File: config.mk
export PLATFORM = sky130hd
export DESIGN_NAME = spi_master_mode3_bitbang_unit
export DESIGN_NICKNAME = d
export VERILOG_FILES = /design/src/rtl/core/spim3_pkg.sv /design/src/rtl/core/spi_master_mode3_bitbang_unit.sv /design/src/rtl/core/spim3_step.sv
export SDC_FILE = /design/constraint.sdc
export NUM_CORES = 1
export LEC_CHECK = 0
export ABC_CLOCK_PERIOD_IN_PS = 2800
export BUFFER_PORTS_ARGS = -buffer_cell sky130_fd_sc_hd__buf_2
export CAP_MARGIN = 20
export CORE_ASPECT_RATIO = 1.75
export CORE_MARGIN = 2
export CORE_UTILIZATION = 29
export CTS_CLUSTER_DIAMETER = 50
export DETAILED_ROUTE_END_ITERATION = 7
export SLEW_MARGIN = 5
export SYNTH_ARGS = -nofsm -noshare
export SYNTH_HDL_FRONTEND = slang
export SYNTH_HIERARCHICAL = 1
export SYNTH_SLANG_ARGS = --single-unit
File: constraint.sdc
create_clock -name clk -period 2.8 [get_ports clk]
set_input_delay 0.56 -clock clk [delete_from_list [all_inputs] [get_ports clk]]
set_output_delay 0.56 -clock clk [all_outputs]
set_load 0.01 [all_outputs]
File: src/rtl/core/spim3_pkg.sv
// ----------------------------------------------------------------------------
// spim3_pkg: shared types and constants for the SPI mode 3 master
// Phase codes, register indexes, status codes, pin positions and the
// structs that pass state, configuration, tick and result between modules.
// ----------------------------------------------------------------------------
package spim3_pkg;

  // Receive slot count; the slot index wraps at this value
  localparam int RX_SLOTS = 32;
  localparam int SLOT_W   = (RX_SLOTS > 1) ? $clog2(RX_SLOTS) : 1;
  localparam int RX_SLOT_OUT_W = 5;

  // Configuration register indexes
  localparam logic [2:0] REG_MSB_FIRST   = 3'd0;
  localparam logic [2:0] REG_CS_USED     = 3'd1;
  localparam logic [2:0] REG_MOSI_USED   = 3'd2;
  localparam logic [2:0] REG_MISO_USED   = 3'd3;
  localparam logic [2:0] REG_DELAY_TICKS = 3'd4;

  // Status codes
  localparam logic [1:0] ST_OK           = 2'd0;
  localparam logic [1:0] ST_READ_NO_MISO = 2'd1;
  localparam logic [1:0] ST_NO_DATA_LINE = 2'd2;

  // Bit positions in the pin level vector
  localparam int PIN_CS   = 0;
  localparam int PIN_SCK  = 1;
  localparam int PIN_MOSI = 2;

  typedef enum logic [2:0] {
    PH_IDLE      = 3'd0,
    PH_CS_START  = 3'd1,
    PH_BIT_LOW   = 3'd2,
    PH_BIT_HIGH  = 3'd3,
    PH_WAIT_BYTE = 3'd4,
    PH_CS_END    = 3'd5
  } phase_t;

  typedef struct packed {
    logic       msb_first;
    logic       cs_used;
    logic       mosi_used;
    logic       miso_used;
    logic [7:0] delay_ticks;
  } cfg_t;

  typedef struct packed {
    phase_t            phase;
    logic [7:0]        delay_left;
    logic [2:0]        bit_index;
    logic [7:0]        tx_shift;
    logic [7:0]        rx_shift;
    logic [SLOT_W-1:0] slot_count;
    logic              read_mode;
    logic              final_pending;
    logic [2:0]        pins;
  } seq_state_t;

  typedef struct packed {
    logic       byte_valid;
    logic       func;
    logic [7:0] tx_byte;
    logic       last_byte;
    logic       miso_level;
  } tick_t;

  typedef struct packed {
    logic                     cs_level;
    logic                     sck_level;
    logic                     mosi_level;
    logic                     byte_taken;
    logic                     rx_valid;
    logic [7:0]               rx_byte;
    logic [RX_SLOT_OUT_W-1:0] rx_slot;
    logic                     busy_res;
    logic [1:0]               status;
  } result_t;

endpackage

File: src/rtl/core/spi_master_mode3_bitbang_unit.sv
// Output: a tick's result is registered and is on the master side in the
//   cycle after its transaction on the slave side.
// Throughput: one tick per cycle while m_tready is high; the sequencer
//   state moves in the same cycle as the tick is taken; output frees on m_tready.
// Reset (rst, synchronous): sequencer idle, pins high, registers at defaults.
// ----------------------------------------------------------------------------
// spi_master_mode3_bitbang_unit: SPI mode 3 master, one tick per transaction
// Holds the configuration registers, the sequencer state and the result
// register; the per-tick logic sits in spim3_step.
// ----------------------------------------------------------------------------
module spi_master_mode3_bitbang_unit (
  input  logic        clk,
  input  logic        rst,
  // Configuration write channel
  input  logic        cfg_valid,
  output logic        cfg_ready,
  input  logic [2:0]  cfg_index,
  input  logic [7:0]  cfg_data,
  // Tick input
  input  logic        s_tvalid,
  output logic        s_tready,
  input  logic [15:0] s_tdata,   // byte_valid, tx_byte[7:0], miso_level, zero pad
  input  logic        s_tlast,   // last_byte
  input  logic        s_tuser,   // func
  // Result output
  output logic        m_tvalid,
  input  logic        m_tready,
  output logic [23:0] m_tdata,   // cs_level, sck_level, mosi_level, byte_taken,
                                 // rx_valid, rx_byte[7:0], rx_slot[4:0],
                                 // busy_res, zero pad
  output logic [1:0]  m_tuser    // status
);

  spim3_pkg::cfg_t       cfg;
  spim3_pkg::seq_state_t st;
  spim3_pkg::seq_state_t st_next;
  spim3_pkg::tick_t      tick;
  spim3_pkg::result_t    res;
  spim3_pkg::result_t    res_q;
  logic                  s_fire;

  assign cfg_ready = 1'b1;
  assign s_tready  = !m_tvalid || m_tready;
  assign s_fire    = s_tvalid && s_tready;

  // Unpack the tick
  assign tick.byte_valid = s_tdata[0];
  assign tick.tx_byte    = s_tdata[8:1];
  assign tick.miso_level = s_tdata[9];
  assign tick.last_byte  = s_tlast;
  assign tick.func       = s_tuser;

  // Configuration registers
  always_ff @(posedge clk) begin
    if (rst) begin
      cfg.msb_first   <= 1'b1;
      cfg.cs_used     <= 1'b1;
      cfg.mosi_used   <= 1'b1;
      cfg.miso_used   <= 1'b1;
      cfg.delay_ticks <= 8'd1;
    end else if (cfg_valid && cfg_ready) begin
      case (cfg_index)
        spim3_pkg::REG_MSB_FIRST:   cfg.msb_first   <= cfg_data[0];
        spim3_pkg::REG_CS_USED:     cfg.cs_used     <= cfg_data[0];
        spim3_pkg::REG_MOSI_USED:   cfg.mosi_used   <= cfg_data[0];
        spim3_pkg::REG_MISO_USED:   cfg.miso_used   <= cfg_data[0];
        spim3_pkg::REG_DELAY_TICKS: cfg.delay_ticks <= cfg_data;
        default: ;
      endcase
    end
  end

  spim3_step u_step (
    .st      (st),
    .cfg     (cfg),
    .tick    (tick),
    .st_next (st_next),
    .res     (res)
  );

  // Sequencer state, advanced once per accepted tick
  always_ff @(posedge clk) begin
    if (rst) begin
      st.phase         <= spim3_pkg::PH_IDLE;
      st.delay_left    <= 8'd0;
      st.bit_index     <= 3'd0;
      st.tx_shift      <= 8'd0;
      st.rx_shift      <= 8'd0;
      st.slot_count    <= '0;
      st.read_mode     <= 1'b0;
      st.final_pending <= 1'b0;
      st.pins          <= 3'b111;
    end else if (s_fire) begin
      st <= st_next;
    end
  end

  // Result register
  always_ff @(posedge clk) begin
    if (rst) begin
      m_tvalid <= 1'b0;
    end else if (s_fire) begin
      m_tvalid <= 1'b1;
    end else if (m_tready) begin
      m_tvalid <= 1'b0;
    end
  end

  always_ff @(posedge clk) begin
    if (s_fire) begin
      res_q <= res;
    end
  end

  assign m_tdata = {5'd0, res_q.busy_res, res_q.rx_slot, res_q.rx_byte,
                    res_q.rx_valid, res_q.byte_taken, res_q.mosi_level,
                    res_q.sck_level, res_q.cs_level};
  assign m_tuser = res_q.status;

`ifndef SYNTH
  // A received byte is reported on the SCK rise
  a_rx_on_rise: assert property (@(posedge clk) disable iff (rst)
    (m_tvalid && res_q.rx_valid) |-> res_q.sck_level)
    else $error("rx byte reported without SCK high");

  // Without a received byte the byte and slot fields are zero
  a_rx_zero: assert property (@(posedge clk) disable iff (rst)
    (m_tvalid && !res_q.rx_valid) |-> (res_q.rx_byte == 8'd0 && res_q.rx_slot == '0))
    else $error("rx fields not zero without rx_valid");

  // A refused request is consumed and starts no frame
  a_refuse: assert property (@(posedge clk) disable iff (rst)
    (m_tvalid && res_q.status != spim3_pkg::ST_OK)
      |-> (res_q.byte_taken && !res_q.busy_res))
    else $error("refused request not consumed or started a frame");

  // Outside a frame chip select and SCK are high
  a_idle_pins: assert property (@(posedge clk) disable iff (rst)
    (m_tvalid && !res_q.busy_res) |-> (res_q.cs_level && res_q.sck_level))
    else $error("idle pins not high");

  // State only moves on an accepted tick
  a_state_hold: assert property (@(posedge clk) disable iff (rst)
    !s_fire |=> $stable(st))
    else $error("sequencer state changed without a tick");
`endif

endmodule

File: src/rtl/core/spim3_step.sv
// ----------------------------------------------------------------------------
// spim3_step: one tick of the SPI mode 3 bit sequencer
// Takes the current sequencer state, the live configuration and one tick,
// and gives the next state and the result of that tick.
// ----------------------------------------------------------------------------
module spim3_step (
  input  spim3_pkg::seq_state_t st,
  input  spim3_pkg::cfg_t       cfg,
  input  spim3_pkg::tick_t      tick,
  output spim3_pkg::seq_state_t st_next,
  output spim3_pkg::result_t    res
);

  logic       do_idle;
  logic       do_load;
  logic       do_fall;
  logic       do_rise;
  logic       do_done;
  logic       miso_bit;
  logic [2:0] sh;
  logic [7:0] hold;

  // Hold length after an edge; a zero delay acts as one
  assign hold = (cfg.delay_ticks == 8'd0) ? 8'd0 : cfg.delay_ticks - 8'd1;

  always_comb begin
    st_next  = st;
    res      = '0;
    do_idle  = 1'b0;
    do_load  = 1'b0;
    do_fall  = 1'b0;
    do_rise  = 1'b0;
    do_done  = 1'b0;
    miso_bit = cfg.miso_used & tick.miso_level;
    sh       = 3'd0;

    // Dispatch on phase and hold counter
    case (st.phase)
      spim3_pkg::PH_IDLE: begin
        do_idle = 1'b1;
      end
      spim3_pkg::PH_WAIT_BYTE: begin
        do_load = tick.byte_valid;
      end
      default: begin
        if (st.delay_left != 8'd0) begin
          st_next.delay_left = st.delay_left - 8'd1;
        end else if (st.phase == spim3_pkg::PH_CS_START) begin
          do_fall = 1'b1;
        end else if (st.phase == spim3_pkg::PH_BIT_LOW) begin
          do_rise = 1'b1;
        end else if (st.phase == spim3_pkg::PH_BIT_HIGH) begin
          if (st.bit_index != 3'd7) begin
            st_next.bit_index = st.bit_index + 3'd1;
            do_fall = 1'b1;
          end else begin
            do_done = 1'b1;
          end
        end else begin
          do_idle = 1'b1;
        end
      end
    endcase

    // SCK rise: sample MISO, report the byte after the eighth bit
    if (do_rise) begin
      if (cfg.msb_first) begin
        st_next.rx_shift = {st.rx_shift[6:0], miso_bit};
      end else begin
        st_next.rx_shift = {miso_bit, st.rx_shift[7:1]};
      end
      st_next.pins[spim3_pkg::PIN_SCK] = 1'b1;
      st_next.phase      = spim3_pkg::PH_BIT_HIGH;
      st_next.delay_left = hold;
      if (st.bit_index == 3'd7) begin
        res.rx_valid = 1'b1;
        res.rx_byte  = st_next.rx_shift;
        res.rx_slot  = spim3_pkg::RX_SLOT_OUT_W'(st.slot_count);
        if (st.slot_count == spim3_pkg::SLOT_W'(spim3_pkg::RX_SLOTS - 1)) begin
          st_next.slot_count = '0;
        end else begin
          st_next.slot_count = st.slot_count + spim3_pkg::SLOT_W'(1);
        end
      end
    end

    // Byte finished: next byte, wait, or close the frame
    if (do_done) begin
      if (!st.final_pending) begin
        if (tick.byte_valid) begin
          do_load = 1'b1;
        end else begin
          st_next.phase = spim3_pkg::PH_WAIT_BYTE;
        end
      end else begin
        st_next.pins[spim3_pkg::PIN_CS] = 1'b1;
        if (cfg.cs_used) begin
          st_next.phase      = spim3_pkg::PH_CS_END;
          st_next.delay_left = hold;
        end else begin
          do_idle = 1'b1;
        end
      end
    end

    // Idle: accept or refuse a request, start a frame
    if (do_idle) begin
      st_next.phase = spim3_pkg::PH_IDLE;
      if (tick.byte_valid) begin
        if (!cfg.mosi_used && !cfg.miso_used) begin
          res.byte_taken = 1'b1;
          res.status     = spim3_pkg::ST_NO_DATA_LINE;
        end else if (tick.func && !cfg.miso_used) begin
          res.byte_taken = 1'b1;
          res.status     = spim3_pkg::ST_READ_NO_MISO;
        end else begin
          st_next.read_mode  = tick.func;
          st_next.slot_count = '0;
          if (cfg.cs_used) begin
            st_next.tx_shift      = tick.tx_byte;
            st_next.final_pending = tick.last_byte;
            st_next.rx_shift      = 8'd0;
            st_next.bit_index     = 3'd0;
            res.byte_taken        = 1'b1;
            st_next.pins[spim3_pkg::PIN_CS] = 1'b0;
            st_next.phase         = spim3_pkg::PH_CS_START;
            st_next.delay_left    = hold;
          end else begin
            do_load = 1'b1;
          end
        end
      end
    end

    // Load a new byte into the shifter
    if (do_load) begin
      st_next.tx_shift      = tick.tx_byte;
      st_next.final_pending = tick.last_byte;
      st_next.rx_shift      = 8'd0;
      st_next.bit_index     = 3'd0;
      res.byte_taken        = 1'b1;
      do_fall               = 1'b1;
    end

    // SCK fall: drive MOSI unless reading or no MOSI line
    if (do_fall) begin
      sh = cfg.msb_first ? (3'd7 - st_next.bit_index) : st_next.bit_index;
      if (!st_next.read_mode && cfg.mosi_used) begin
        st_next.pins[spim3_pkg::PIN_MOSI] = st_next.tx_shift[sh];
      end
      st_next.pins[spim3_pkg::PIN_SCK] = 1'b0;
      st_next.phase      = spim3_pkg::PH_BIT_LOW;
      st_next.delay_left = hold;
    end

    // Pin levels and busy flag after this tick
    res.cs_level   = st_next.pins[spim3_pkg::PIN_CS];
    res.sck_level  = st_next.pins[spim3_pkg::PIN_SCK];
    res.mosi_level = st_next.pins[spim3_pkg::PIN_MOSI];
    res.busy_res   = (st_next.phase != spim3_pkg::PH_IDLE);
  end

endmodule

Yosys cells after proc, flatten, opt, wreduce, memory -nomap -nowiden
Index checks and enable logic that the tools add are counted.

Input port bits: 34. Output and inout bits: 29. Logic and storage cells: 159. Register bits after elaboration: 74.

Add/subtract/negate cells: 5. Multiplexer cells: 84. Bitwise logic cells: 3. Magnitude comparators: 1. Reductions and logical operators: 28. Equal/unequal tests: 13.

Operators with widths (number): 37-bit two-way mux (4); 11-bit two-way mux (5); 1-bit two-way mux (53); 8-bit two-way mux (4); 28-bit two-way mux (1); 3-bit two-way mux (8); 19-bit two-way mux (1); 8-bit by 1-bit subtractor with 8-bit output, second input constant (2); 14-bit two-way mux (1); 2-bit AND reduction (7); 13-bit two-way mux (1); 3-bit by 2-bit == test with 1-bit output, second input constant (4); 5-bit two-way mux (2); 3-bit == test, second input constant (3); 8-bit logical NOT (1); 2-bit nonzero test (4); 8-bit nonzero test (1); 3-bit by 1-bit == test with 1-bit output, second input constant (2); 3-bit logical NOT (2); 6-bit AND reduction (1); 5-bit by 1-bit adder with 5-bit output, second input constant (1); 5-bit == test, second input constant (1); 1-bit logical AND (4); 1-bit logical NOT (4); 14 further kinds (17).

Logic depth before layout (Yosys ltp)
Word-level depth: 23. Gate-level depth with buffers: 14. Depth with buffers taken out: 12.

By module
The synthesis kept the hierarchy.

By module, submodules not included: spi_master_mode3_bitbang_unit (area each 2907.8 µm², cells an instance 262, instances 1, sequential area each 1691.6 µm²); spim3_step (area each 1624.1 µm², cells an instance 260, instances 1, sequential area each 0.0 µm²).

Worst setup path before layout
No wires, ideal clock.

Kind: register to register. Start: reg, netlist name st[29]. End: reg, netlist name st[2]. Arrival time: 2.772 ns. Required time: 2.665 ns. Setup time: 0.135 ns. Setup slack: -0.107 ns. Stages on the path, launching flop included: 14. Cell sequence: dfxtp_1 inv_1 ha_1 nor4b_2 nand4_1 xor2_1 nor3_4 xnor2_2 mux4_2 or4b_1 nand4_1 buf_4 nor2_1 mux2i_1.

==> key figures <==
GRT
  – Largest net degree at the start of global routing: 56
  – Number of global-route vias before repair: 3,907
  – Initial antenna violation count: 0
  – Global route total overflow: 0
  – First-pass GRT wire length: 18,400 µm
  – All-Layer GR Usage: 13.7%

Yosys
  – XOR/XNOR share of the synthesized area: 2.29%
  – Main synth FF type: dfxtp_1
  – Mux cell area share after synthesis: 6.10%
  – Largest family of logic cells by synthesized area: simple AND/OR/NAND/NOR gates
  – Mapped Area: 4530 µm²
  – Adder-cell share of the synthesized area: 1.38%
  – Avg Inst Size Synth: 8.68 µm²
  – Register area share after synthesis: 37.3%
  – Number of synthesized register bits: 74
  – Compound-Gate Fraction of Synth Area: 21.3%
  – Yosys cell types: 68
  – Number of flops mapped to enable cells by yosys: 21
  – Area share of and/or/nand/nor cells after synthesis: 24.8%
  – Ys async rst share: 0%
  – Cell count after synthesis: 522
  – Warnings, synthesis: 6

Setup path
  – CP Launch Type: register
  – Worst path required time: 2.90 ns
  – Max stage delay on crit path: 0.52 ns
  – R2r startpoint: st[29]
  – Critical Path Start: st[29]
  – Crit path cell chain: inv_2 > ha_4 > nor4b_4 > nand4_1 > xor2_2 > nor3_4 > xnor2_2 > mux4_2 > or4b_1 > nand4_1 > buf_4
  – Critical Path End Type: register
  – Max FO, Critical Path: 3
  – Crit Path Class: reg -> reg
  – Worst path arrival time: 2.99 ns
  – Cell mode on critical path: nand4_1
  – Slowest library cell on the worst path: mux4_2
  – R2R Setup Slk: -0.09 ns

Floorplan
  – Io pins: 63
  – Floorplan die height: 169 µm
  – Initial core utilization: 29.6%
  – Die Area: 16,700 µm²
  – Core Rows: 60
  – Core area: 15,300 µm²
  – Die width: 98.5 µm

Clocking
  – CTS Buf Count: 9
  – Clk pin slew, worst setup/hold paths: 0.06 ns
  – Max clock buf depth: 2
  – CTS Hold Bufs: 0
  – CTS tree: built
  – Root Buffer: clkbuf_16
  – CTS H-tree depth: 3
  – Sink Count: 74
  – Worst-skew pair later-pin latency: 0.34 ns

Power
  – VDD IR-drop max: 0.278 mV
  – Pwr Total: 3.03 mW
  – Net Switching: 0.787 mW
  – Sequential group share of total power: 38.9%
  – Pwr/cell area: 545 nW/µm²
  – P_int: 2.24 mW
  – Switching Fraction: 26.0%
  – Static leakage: 2.20 nW
  – Combinational Power Share: 17.4%
  – Clock share of power: 43.7%

Placement
  – # port buffers: 50
  – Placer congestion estimate: 0.853
  – Post-detail-place hpwl: 8370 µm
  – Placed instance area: 5160 µm²

Routing
  – Avg Vias per Cell: 5.17
  – Detail Route Antenna Nets: 0
  – Pre-antenna DRT Iters: 4
  – DRT iter0 DRCs: 245
  – Routed WL: 11,500 µm
  – Remaining DRCs: 0
  – Routed WL per cell: 14.6 µm
  – Via count: 4,048

Timing
  – RSZ-0062 raised after global routing: yes
  – Final worst slack: -0.0871 ns
  – Tcrit/Tclk final: 103%
  – Setup TNS: -0.101 ns
  – # setup viols final: 2
  – Relative slew slack: 57.8%
  – Clk_skew: 0.00451 ns
  – Minimum clock period: 2.89 ns
  – Final Slew Violations: 0
  – Fmax: 0.346 GHz
  – Worst-Margin Slew: 0.633 ns
  – Hold Fails Final Rpt: 0

Cells and area
  – Most frequent cells in the layout: 53 x a21oi_1, 53 x nor2_1, 50 x dfxtp_1, 50 x buf_2, 50 x buf_4
  – Area delta synth->final: 22.7%
  – # diodes: 0
  – Share of cells above drive strength 1: 32.0%
  – Final instance area: 5560 µm²
  – Nets: 631

Run status
  – Violated checks: setup timing
  – Status: finished, violations left

Hold path
  – Hold WC Path Type: in -> reg
  – Min-delay src: cfg_data[1]

Flow run
  – Max cap viols: 0
[state kept, by name (all words and copies together), names as in the netlist]
register  cells
m_tuser       2
m_tvalid      1
m_tdata      19
st           40
cfg          12
[per-layer routing]
metal / track usage (%) / up-vias / part of all wire [%]
met5: 0 / - / 0
li1: - / 2012 / -
met4: 10.1 / 0 / 5.7
met1: 13.1 / 1920 / 37
met3: 2.22 / 33 / 3.3
met2: 25.6 / 83 / 54
[stage by stage]
stage          hold WS [ns]  cells  util, %  worst slack [ns]
6_report              0.459    783     36.3           -0.0871
3_5_place_dp          0.512    765     33.7            -0.225
3_3_place_gp          0.495    765     33.7           -0.0772
4_1_cts               0.441    782     36.2           -0.0476
2_1_floorplan         0.481    526        -            0.0200
5_1_grt               0.475    783     36.3            -0.207
[cells in the mapped netlist (all sizes together) (2+ instances only)]
master  instances  share of area, %
and2            9               1.2
inv             9              0.75
clkbuf         17               1.4
dfxtp          53                23
a21bo          37               8.2
and3            4              0.61
a21boi          2              0.41
and4b           2              0.47
ha              5               1.4
edfxtp         21                14
nor2           54               4.5
nand2          43               3.6
conb            2              0.17
or3b            2              0.39
or3             4              0.58
mux2i          22               4.9
o21ai          12               1.4
a21oi          55               6.2
nand3          44               5.0
or4             2              0.33
o211ai          3              0.50
nor4b           4               1.0
a31oi           8               1.1
nand2b          4              0.72
nor2b           3              0.41
or2             2              0.28
a211oi          8               1.3
mux2            3              0.75
nor3b           2              0.33
nand4           4              0.55
xnor2           8               1.7
nand4b          2              0.39
xor2            3              0.58
nor4            3              0.75
nor4bb          2              0.44
o21a            3              0.50
or4b            3              0.66
nor3           15               1.9
o31ai           5              0.83
buf            29               4.4
[worst paths after layout]
check	to	depth (start not counted)
setup / recovery	m_tdata[2]	11
hold / removal	cfg[1]	3
setup reg to reg	m_tdata[2]	11
hold reg to reg	st[2]	2
[cells by family (layout without fill, tap and decap cells)]
family	Yosys count	count (layout)
and+or+nand+nor	211	211
xor gates and xnor gates	11	11
AOI/OAI and AO/OA	138	138
other	2	6
adders and majority gates	5	5
muxes	26	26
DFF	74	74
buffers and inverters	55	126
[worst max-delay path: cells and delay by family, from the launching register on]
family | cells | cell delay [ns]
xor+xnor | 2 | 0.39
fa+ha+maj | 1 | 0.13
flops | 1 | 0.33
mux | 1 | 0.52
buf+inv | 2 | 0.24
simple gates | 5 | 1.02
[area by class of cell]
type                            count  area [µm²]
Multi-Input combinational cell    397        2610
Sequential cell                    74        1700
Tap cell                          186         233
Inverter                            9        33.8
Fill cell                        1594        9760
Clock buffer                        9         225
Clock inverter                      7         118
Timing Repair Buffer              101         646
[repair_timing]
item / CTS / global route
buffers inserted: 1 / 1
pin swaps: 3 / 2
setup endpoints to repair: 10 / 4
gates resized for setup: 9 / 3
gates cloned: 0 / 0
[power by group through the flow]
stage | clock network (mW) | registers [mW] | logic (mW)
4_1_cts | 1.36 | 1.18 | 0.520
5_1_grt | 1.40 | 1.19 | 0.573
6_report | 1.32 | 1.18 | 0.526
3_3_place_gp | 0 | 1.20 | 0.499
2_1_floorplan | 0 | 1.20 | 0.331
3_5_place_dp | 0 | 1.20 | 0.510
Note: power is estimated with default switching activity, not from simulation.
